## config.mk

```make
export PLATFORM = sky130hd
export DESIGN_NAME = button_click_fsm
export DESIGN_NICKNAME = d
export VERILOG_FILES = /design/src/sv/bcf_pkg.sv /design/src/sv/bcf_cfg_regs.sv /design/src/sv/bcf_core.sv /design/src/sv/button_click_fsm.sv
export SDC_FILE = /design/constraint.sdc
export NUM_CORES = 1
export LEC_CHECK = 0
export ABC_AREA = 1
export BUFFER_PORTS_ARGS = -buffer_cell sky130_fd_sc_hd__buf_2
export CAP_MARGIN = 10
export CORE_ASPECT_RATIO = 2
export CORE_MARGIN = 2
export CORE_UTILIZATION = 48
export DETAILED_ROUTE_END_ITERATION = 8
export GPL_TIMING_DRIVEN = 0
export PLACE_DENSITY = 0.67
export SYNTH_ARGS = -nofsm -noshare
export SYNTH_HDL_FRONTEND = slang
export SYNTH_HIERARCHICAL = 1
export SYNTH_SLANG_ARGS = --single-unit
```

## constraint.sdc

```tcl
create_clock -name clk -period 3.5 [get_ports clk]
set_input_delay 0.875 -clock clk [delete_from_list [all_inputs] [get_ports clk]]
set_output_delay 0.875 -clock clk [all_outputs]
set_load 0.005 [all_outputs]
```

## src/sv/bcf_pkg.sv

```systemverilog
`timescale 1ns / 1ps

package bcf_pkg;

	localparam int TickWidth   = 32;
	localparam int RegWidth    = 16;
	localparam int IndexWidth  = 3;
	localparam int PhaseWidth  = 4;
	localparam int InDataWidth = 40;
	localparam int OutDataWidth = 8;

	typedef enum logic [IndexWidth-1:0] {
		REG_DEBOUNCE  = 3'd0,
		REG_DC_WINDOW = 3'd1,
		REG_LONG      = 3'd2,
		REG_DC_ON     = 3'd3,
		REG_LONG_ON   = 3'd4
	} reg_index_t;

	typedef enum logic [1:0] {
		EV_NONE   = 2'd0,
		EV_CLICK  = 2'd1,
		EV_DOUBLE = 2'd2,
		EV_LONG   = 2'd3
	} event_t;

	typedef struct packed {
		logic [RegWidth-1:0] debounce_ticks;
		logic [RegWidth-1:0] double_click_window;
		logic [RegWidth-1:0] long_press_ticks;
		logic                double_click_on;
		logic                long_press_on;
	} cfg_t;

endpackage

```

## src/sv/bcf_cfg_regs.sv

```systemverilog
`timescale 1ns / 1ps

module bcf_cfg_regs (
	input  logic                               clk,
	input  logic                               arst_n,
	input  logic                               cfg_we,
	input  logic [bcf_pkg::IndexWidth-1:0]     cfg_index,
	input  logic [bcf_pkg::RegWidth-1:0]       cfg_data,
	output bcf_pkg::cfg_t                      cfg
);
	import bcf_pkg::*;

	cfg_t cfg_q;

	always_ff @(posedge clk or negedge arst_n) begin
		if (!arst_n) begin
			cfg_q.debounce_ticks      <= RegWidth'(20);
			cfg_q.double_click_window <= RegWidth'(300);
			cfg_q.long_press_ticks    <= RegWidth'(1000);
			cfg_q.double_click_on     <= 1'b1;
			cfg_q.long_press_on       <= 1'b1;
		end else if (cfg_we) begin
			case (cfg_index)
				REG_DEBOUNCE:  cfg_q.debounce_ticks      <= cfg_data;
				REG_DC_WINDOW: cfg_q.double_click_window <= cfg_data;
				REG_LONG:      cfg_q.long_press_ticks    <= cfg_data;
				REG_DC_ON:     cfg_q.double_click_on     <= cfg_data[0];
				REG_LONG_ON:   cfg_q.long_press_on       <= cfg_data[0];
				default: ;
			endcase
		end
	end

	assign cfg = cfg_q;

endmodule

```

## src/sv/bcf_core.sv

```systemverilog
`timescale 1ns / 1ps

module bcf_core (
	input  logic                              clk,
	input  logic                              arst_n,
	input  bcf_pkg::cfg_t                     cfg,
	input  logic                              en,
	input  logic                              key_down,
	input  logic [bcf_pkg::TickWidth-1:0]     now_tick,
	output bcf_pkg::event_t                   event_code,
	output logic [bcf_pkg::PhaseWidth-1:0]    fsm_phase
);
	import bcf_pkg::*;

	typedef enum logic [PhaseWidth-1:0] {
		PH_IDLE    = 4'd0,
		PH_PDEB    = 4'd1,
		PH_PRESS   = 4'd2,
		PH_RDEB    = 4'd3,
		PH_RELEASE = 4'd4,
		PH_WAITDC  = 4'd5,
		PH_DCLICK  = 4'd6,
		PH_HOLD    = 4'd7,
		PH_LONG    = 4'd8,
		PH_WAITLR  = 4'd9
	} phase_t;

	phase_t                 phase_q, phase_d;
	logic [TickWidth-1:0]   mark_time_q, mark_time_d;
	logic [TickWidth-1:0]   window_start_q, window_start_d;
	logic [TickWidth-1:0]   hold_start_q, hold_start_d;
	logic [1:0]             click_count_q, click_count_d;
	event_t                 ev;

	logic [TickWidth-1:0]   since_mark, since_window, since_hold;
	logic [TickWidth-1:0]   debounce_x, window_x, long_x;

	assign since_mark   = now_tick - mark_time_q;
	assign since_window = now_tick - window_start_q;
	assign since_hold   = now_tick - hold_start_q;
	assign debounce_x   = TickWidth'(cfg.debounce_ticks);
	assign window_x     = TickWidth'(cfg.double_click_window);
	assign long_x       = TickWidth'(cfg.long_press_ticks);

	always_comb begin
		phase_d        = phase_q;
		mark_time_d    = mark_time_q;
		window_start_d = window_start_q;
		hold_start_d   = hold_start_q;
		click_count_d  = click_count_q;
		ev             = EV_NONE;
		case (phase_q)
			PH_IDLE: begin
				if (key_down) begin
					mark_time_d = now_tick;
					phase_d     = PH_PDEB;
				end
			end
			PH_PDEB: begin
				if (!key_down) begin
					phase_d = PH_IDLE;
				end else if (since_mark > debounce_x) begin
					phase_d = PH_PRESS;
				end
			end
			PH_PRESS: begin
				if (cfg.long_press_on) begin
					hold_start_d = now_tick;
					phase_d      = PH_HOLD;
				end else if (!key_down) begin
					mark_time_d = now_tick;
					phase_d     = PH_RDEB;
				end
			end
			PH_RDEB: begin
				if (key_down) begin
					phase_d = PH_PRESS;
				end else if (since_mark > debounce_x) begin
					phase_d = PH_RELEASE;
				end
			end
			PH_RELEASE: begin
				if (cfg.double_click_on) begin
					click_count_d = click_count_q + 2'd1;
					if (click_count_d == 2'd1) begin
						window_start_d = now_tick;
						phase_d        = PH_WAITDC;
					end else if (click_count_d == 2'd2) begin
						phase_d = PH_DCLICK;
					end
				end else begin
					ev      = EV_CLICK;
					phase_d = PH_IDLE;
				end
			end
			PH_WAITDC: begin
				if (key_down) begin
					mark_time_d = now_tick;
					phase_d     = PH_PDEB;
				end else if (since_window > window_x) begin
					click_count_d = 2'd0;
					ev            = EV_CLICK;
					phase_d       = PH_IDLE;
				end
			end
			PH_DCLICK: begin
				ev             = EV_DOUBLE;
				window_start_d = '0;
				click_count_d  = 2'd0;
				phase_d        = PH_IDLE;
			end
			PH_HOLD: begin
				if (!key_down) begin
					if (cfg.double_click_on && (since_hold > window_x)) begin
						phase_d = PH_IDLE;
					end else begin
						mark_time_d = now_tick;
						phase_d     = PH_RDEB;
					end
				end else if (since_hold >= long_x) begin
					hold_start_d = '0;
					phase_d      = PH_LONG;
				end
			end
			PH_LONG: begin
				ev      = EV_LONG;
				phase_d = PH_WAITLR;
			end
			PH_WAITLR: begin
				if (!key_down) begin
					if (cfg.double_click_on) begin
						click_count_d = 2'd0;
					end
					phase_d = PH_IDLE;
				end
			end
			default: begin
				phase_d = PH_IDLE;
			end
		endcase
	end

	always_ff @(posedge clk or negedge arst_n) begin
		if (!arst_n) begin
			phase_q        <= PH_IDLE;
			mark_time_q    <= '0;
			window_start_q <= '0;
			hold_start_q   <= '0;
			click_count_q  <= 2'd0;
		end else if (en) begin
			phase_q        <= phase_d;
			mark_time_q    <= mark_time_d;
			window_start_q <= window_start_d;
			hold_start_q   <= hold_start_d;
			click_count_q  <= click_count_d;
		end
	end

	assign event_code = ev;
	assign fsm_phase  = phase_d;

endmodule

```

## src/sv/button_click_fsm.sv

```systemverilog
`timescale 1ns / 1ps

// m_tvalid rises once an input transfer has passed the input register, then
// the result register; a stall on m_tready can hold the poll between the two.
// Throughput: one poll per cycle while the result register is empty or m_tready is high.
// Reset: arst_n clears the machine to idle, the click count and times to zero,
// and the registers to debounce 20, window 300, long press 1000, both enables on.
module button_click_fsm (
	input  logic                                 clk,
	input  logic                                 arst_n,
	input  logic                                 cfg_we,
	input  logic [bcf_pkg::IndexWidth-1:0]       cfg_index,
	input  logic [bcf_pkg::RegWidth-1:0]         cfg_data,
	input  logic                                 s_tvalid,
	output logic                                 s_tready,
	input  logic [bcf_pkg::InDataWidth-1:0]      s_tdata,  // key_down, now_tick[31:0]
	output logic                                 m_tvalid,
	input  logic                                 m_tready,
	output logic [bcf_pkg::OutDataWidth-1:0]     m_tdata   // event_code[1:0], fsm_phase[3:0]
);
	import bcf_pkg::*;

	cfg_t                  cfg;
	logic                  valid_s1;
	logic                  key_s1;
	logic [TickWidth-1:0]  now_s1;
	logic                  advance;
	event_t                ev;
	logic [PhaseWidth-1:0] phase_nxt;
	logic                  out_valid_q;
	logic [OutDataWidth-1:0] out_data_q;

	assign advance  = valid_s1 && (!out_valid_q || m_tready);
	assign s_tready = !valid_s1 || advance;

	always_ff @(posedge clk or negedge arst_n) begin
		if (!arst_n) begin
			valid_s1 <= 1'b0;
		end else if (s_tready) begin
			valid_s1 <= s_tvalid;
		end
	end

	always_ff @(posedge clk) begin
		if (s_tready && s_tvalid) begin
			key_s1 <= s_tdata[0];
			now_s1 <= s_tdata[TickWidth:1];
		end
	end

	bcf_cfg_regs u_cfg (
		.clk       (clk),
		.arst_n    (arst_n),
		.cfg_we    (cfg_we),
		.cfg_index (cfg_index),
		.cfg_data  (cfg_data),
		.cfg       (cfg)
	);

	bcf_core u_core (
		.clk        (clk),
		.arst_n     (arst_n),
		.cfg        (cfg),
		.en         (advance),
		.key_down   (key_s1),
		.now_tick   (now_s1),
		.event_code (ev),
		.fsm_phase  (phase_nxt)
	);

	always_ff @(posedge clk or negedge arst_n) begin
		if (!arst_n) begin
			out_valid_q <= 1'b0;
		end else if (advance) begin
			out_valid_q <= 1'b1;
		end else if (m_tready) begin
			out_valid_q <= 1'b0;
		end
	end

	always_ff @(posedge clk) begin
		if (advance) begin
			out_data_q <= {2'b00, phase_nxt, ev};
		end
	end

	assign m_tvalid = out_valid_q;
	assign m_tdata  = out_data_q;

endmodule
```

==> results of run 1 <==
worst reg2reg max path: stages, from the launching register on:
cell and delay [ps]:
edfxtp_1 470, clkinvlp_4 160, buf_12 150, buf_12 120
fa_2 390, inv_4 90, nand2_1 60, nand3_2 80
nand2_1 70, nand2_2 130, xor2_4 230, ha_4 160
nand4_1 160, nor3_4 230, nand4_1 190, o22ai_2 240
nand3_2 100, buf_6 160, nand3_4 80, nand4_4 140
buf_12 260, buf_8 160, nand2_2 50, o21ai_1 60
path summary, 6_finish.rpt:
| check | from | cells after the start | endpoint | slack, ps |
|---|---|---|---|---|
| min reg2reg | u_cfg/cfg[26] | 2 | u_cfg/cfg[26] | 460 |
| min in group clk | u_cfg/cfg[26] | 2 | u_cfg/cfg[26] | 460 |
| max in group asynchronous | arst_n | 2 | u_cfg/cfg[0] | 2320 |
| min | arst_n | 1 | u_core/hold_start_q[26] | 330 |
| max reg2reg | now_s1[1] | 23 | u_core/mark_time_q[20] | -580 |
| max | now_s1[1] | 23 | u_core/mark_time_q[20] | -580 |
kinds of logic after synthesis:
logic type | after synthesis | synth area share [%]
buffers and inverters | 560 | 13.1
XOR/XNOR | 45 | 2.35
adder cells (fa/ha/maj) | 161 | 12.2
flip-flops | 193 | 30.1
other | 1 | 0.0224
AND/OR/NAND/NOR | 1342 | 33.0
AO/OA/AOI/OAI | 281 | 9.26
power breakdown:
part           internal (mW)  switching [mW]
sequential              3.03           0.469
clock                   1.02           0.999
combinational           5.18            8.08
total                   9.22            9.55
flip-flops by register name (all words and copies together) (netlist names):
name / cells
valid_s1: 1
u_core/click_count_q: 2
u_core/phase_q: 4
m_tdata: 6
u_core/window_start_q: 32
u_cfg/cfg: 50
key_s1: 1
m_tvalid: 1
now_s1: 32
u_core/hold_start_q: 32
u_core/mark_time_q: 32
final cells by class:
| cell class | count | area (µm²) |
|---|---|---|
| plain buffers | 40 | 338 |
| clock buffers | 17 | 425 |
| clock inverters | 15 | 170 |
| fillers | 3191 | 13400 |
| inverters | 520 | 1960 |
| multi-input cells | 1832 | 11100 |
| flip-flops and latches | 193 | 5040 |
| well taps | 441 | 552 |
| repair buffers | 168 | 1380 |
repair_timing:
item / in CTS / in global routing
buffers inserted: 71 / 26
hold endpoints to repair: 0 / 0
endpoints found under the setup margin: 75 / 85
pin swaps: 29 / 63
gates resized for setup: 205 / 161
gates cloned: 5 / 2
placed cells by master, fill, tap and decap left out, drive strengths merged, types with 42 or more instances in the layout:
cell type,synthesis,routed
a21oi,111,111
buf,24,189
dfrtp,140,140
ha,158,158
inv,517,522
nand2,903,903
nand3,195,195
nor2,185,185
o21ai,111,111
xor2,42,42
layer usage:
layer,track usage (%),wire [µm],vias up
met4,33.5,7590,0
met3,5.28,2900,314
met5,0,0,-
met2,56.3,29700,712
met1,32.1,20400,8088
li1,-,-,8448
==> results.ini, run 1 <==
[global_routing]
first_global_vias=16900
grt_first_pass_wirelength_mm=89.4
grt_max_degree=99
overflow=0
grt_usage_pct=32.8
antenna_found_initial=0

[worst_setup_path]
crit_slowest_cell=edfxtp_1
worst-path-max-fanout=8
crit_path_end_kind=flip-flop
cpMostUsedCell=buf_12
worstSetupStartpointType=flip-flop
slowest_delay_ps=470
cpLargestDelayFamily=simple AND/OR/NAND/NOR gates
critical_path_buf_inv_count=7
crit_type=reg2reg
worstPathCellList=clkinvlp_4 -> buf_12 -> buf_12 -> fa_2 -> inv_4 -> nand2_1 -> nand3_2 -> nand2_1 -> nand2_2 -> xor2_4 -> ha_4 -> nand4_1 -> nor3_4 -> nand4_1 -> o22ai_2 -> nand3_2 -> buf_6 -> nand3_4 -> nand4_4 -> buf_12 -> buf_8 -> nand2_2 -> o21ai_1
cp.arrival_ps=4420
cp.required_ps=3840

[yosys]
avgSynthCellArea_um2=6.49
yosys_register_bits=193
syn_area_um2=16800
yosysUniqueCellTypes=45
async_reset_ff_share_pct=79.8
synth.yosys.seq_area_share_pct=30.1
synth_top_cell_area_share_pct=20.9
synth_area_leader_cell=dfrtp_1
syn_inst=2583
ys_top_cells_by_count=nand2_1 (897), inv_1 (511), nand3_1 (192)
yosysMostFrequentCell=nand2_1
synth_edf_count=39
ys_warn_count=6
synth_area_leaders=dfrtp_1 (21%), nand2_1 (20%), ha_1 (12%)
synth_ff_type=dfrtp_1

[sta]
rsz0062_at_grt=true
finalCritPeriodShare_pct=117
fin_tns_setup_ps=-24700
final_max_slew_viol_count=0
finalCriticalPeriod_ps=4080
timing.fmax_mhz=245
finClkSkew_ps=16.4
fin_ws_ps=-584
setup_viol=75
maxSlewHeadroom_pct=4.37
worst_slew_pin_slew_ps=1430
finalHoldViolations=0
fin_hold_ws_ps=329

[die]
rows=96
io_pins=74
dieArea_um2=36500
core-area_um2=34400
die_width_um=136
initial_core_util_pct=48.8
chipHeight_um=268

[clocking]
numCtsBuffers=17
cts_tree=done
clock_latency_ps=470
clkSinkCount=193
h-tree-depth=4
clock_path_buffers=2
path_clk_slew_ps=80
cts_root_buf=clkbuf_16
holdBufCountCts=0

[run_status]
violations=negative setup slack
status=finished with violations

[layout]
diodes=0
syn_to_final_growth_pct=25.0
fin_area_um2=20900
nets=2997
stdcell_count=3226
final_util_pct=61.0
drive_gt1_share_pct=18.0

[route]
via_count=17600
dr.pass1.iters=6
wl_mm=60.6
drt_iter0_drc=1285
ant_nets=0
drc=0
wire_per_inst_um=18.8
viasPerCell=5.44

[placed_design]
port_buffers=64
dp_hpwl_mm=44.7
placed_cells=3091
place_area_um2=17700
place_ws_ps=-1580
gp_congestion=1.02

[power]
total_power_mw=18.8
vdd_drop_max_uv=514
p_per_area_nw_per_um2=896
p_leak_nw=11.2

[run]
max_cap_viol_count=0

[min_path]
hold_class=in2async

No activity file was read; power rests on OpenSTA's default activity.
==> run 2, diff against run 1 <==
--- a/config.mk
+++ b/config.mk
@@ -10,10 +10,10 @@
 export CAP_MARGIN = 10
 export CORE_ASPECT_RATIO = 2
 export CORE_MARGIN = 2
-export CORE_UTILIZATION = 48
+export CORE_UTILIZATION = 40
 export DETAILED_ROUTE_END_ITERATION = 8
 export GPL_TIMING_DRIVEN = 0
-export PLACE_DENSITY = 0.67
+export PLACE_DENSITY = 0.58
 export SYNTH_ARGS = -nofsm -noshare
 export SYNTH_HDL_FRONTEND = slang
 export SYNTH_HIERARCHICAL = 1
==> run 2 against run 1 <==
Effect of this change: sequential power is 2% higher; power is 0.82% lower; flip-flop and latch count stayed put; clock power is 6% lower; final cell count is 2.0% higher; the flow still finishes with violations (negative setup slack).
==> results.ini, run 2 (synthesis gave the netlist of run 1 again) <==
[layout]
final_common_cell=nand2_1
diodes=0
drive_gt1_share_pct=16.4
multiInputGateArea_um2=11100
mostFrequentLayoutCells=nand2_1 (824), inv_1 (506), nand3_1 (167), nor2_1 (167), dfrtp_1 (140)
syn_to_final_growth_pct=23.7
final_util_pct=49.9
fin_area_um2=20700
nets=2964
num-fill-cells=4193
largest_register_ffs=50
seqCellArea_um2=5040

[die]
core-area_um2=41500
io_pins=74
dieArea_um2=43600
chipHeight_um=293
rows=106
initial_core_util_pct=40.4
die_width_um=149

[route]
via_count=16600
viasPerCell=5.03
wl_mm=56.2
dr.pass1.iters=5
drt_iter0_drc=864
wire_per_inst_um=17.1
ant_nets=0
drc=0

[clocking]
h-tree-depth=4
clock_path_buffers=2
cts_root_buf=clkbuf_16
numCtsBuffers=17
path_clk_slew_ps=70
cts_tree=done
clkSinkCount=193
clock_latency_ps=470
holdBufCountCts=0

[worst_setup_path]
r2r-start=now_s1[0]
worst-path-max-fanout=8
worstSetupStartpointType=flip-flop
crit_type=reg2reg
crit_path_end_kind=flip-flop
reg2reg_slack_ps=-540
r2r_end=u_core/mark_time_q[30]
cp.arrival_ps=4400
worstRegToRegCells=20
cp.required_ps=3860

[global_routing]
grt_usage_pct=25.7
overflow=0
first_global_vias=15800
antenna_found_initial=0
grt_first_pass_wirelength_mm=84.9
grt_max_degree=116

[power]
p_leak_nw=11.1
p_int_mw=8.99
pwr-share-clk_pct=10.2
p_sw_mw=9.63
sequentialPowerShare_pct=19.1
p_per_area_nw_per_um2=898
vdd_drop_max_uv=466
swShare_pct=51.7
power_frac_comb_pct=70.7

[placed_design]
place_area_um2=17800
gp_congestion=0.984
port_buffers=64
dp_hpwl_mm=44.4
place_ws_ps=-1700

[sta]
finalCritPeriodShare_pct=115
finalHoldViolations=0
fin_tns_setup_ps=-31130
finalCriticalPeriod_ps=4040
rsz0062_at_grt=true
setup_viol=75
timing.fmax_mhz=248
maxSlewHeadroom_pct=32.6
final_max_slew_viol_count=0
worst_slew_pin_slew_ps=1010
fin_ws_ps=-538
finClkSkew_ps=17.1

[min_path]
hold_class=in2async

[run_status]
status=finished with violations
violations=negative setup slack

[run]
max_cap_viol_count=0

## run 2: cell count changes in the layout (fill, tap and decap cells not counted), sizes merged
cell    change
buf        -35
bufinv      -1
clkbuf      +3
clkinv      -1
inv         +1
## run 2: worst max-delay path, cell delays in order, from the launching register on
cell and delay [ps]:
edfxtp_1 450, clkinvlp_4 140, buf_12 150, ha_4 180
inv_1 80, nand3_1 90, nand2_2 140, xor2_1 500
ha_1 360, a21oi_1 150, a21boi_0 230, o221ai_1 130
and2_1 190, o22ai_4 280, nand3_4 160, nand3_4 110
nand4_4 90, buf_12 210, buf_16 160, nand2_2 60
o21ai_2 50
## run 2: metrics by stage
stage	cells	hold WS (ps)	total power, mW
finish	3292	281	18.6
global route	3292	297	20.2
CTS	3257	270	17.5
detailed placement	3190	453	13.9
global placement	3188	452	13.8
floorplan	2584	442	10.8
## run 2: final cells by class
| class | count | area share, % |
|---|---|---|
| timing repair buffer | 137 | 5.42 |
| multi-input combinational | 1832 | 53.4 |
| sequential | 193 | 24.3 |
| tap | 540 | 3.26 |
| buffer | 38 | 1.52 |
| clock inverter | 14 | 0.580 |
| inverter | 520 | 9.46 |
| clock buffer | 18 | 2.07 |
## run 2: power by group through the flow
| stage | Combinational, mW | Clock [mW] | Sequential (mW) |
|---|---|---|---|
| 6_report | 13.2 | 1.90 | 3.56 |
| 5_1_grt | 14.6 | 2.04 | 3.63 |
| 4_1_cts | 12.0 | 1.95 | 3.51 |
| 3_5_place_dp | 10.4 | 0 | 3.53 |
| 3_3_place_gp | 10.2 | 0 | 3.52 |
| 2_1_floorplan | 7.46 | 0 | 3.34 |
## run 2: layer usage
metal / GRT usage, % / vias to the layer above / wire [µm]
met4: 14.0 / 0 / 3120
met3: 2.93 / 117 / 2100
li1: - / 8395 / -
met5: 0 / - / 0
met1: 30.1 / 7686 / 22300
met2: 45.3 / 377 / 28700
## run 2: worst max-delay path by stage
stage / from / end / slack, ps / cells past startpoint
floorplan: now_s1[0] / m_tdata[3] / 130 / 23
detailed placement: now_s1[0] / u_core/mark_time_q[5] / -1700 / 21
global route: now_s1[10] / u_core/mark_time_q[1] / -720 / 20
finish: now_s1[0] / u_core/mark_time_q[30] / -540 / 20
global placement: now_s1[0] / u_core/mark_time_q[0] / -1670 / 21
CTS: now_s1[0] / u_core/mark_time_q[11] / -620 / 22
## run 2: repair_timing
item	in CTS	in global routing
buffers inserted	31	33
setup endpoints to repair	75	85
resized for setup	195	160
pin swaps	33	47
gates cloned	4	4
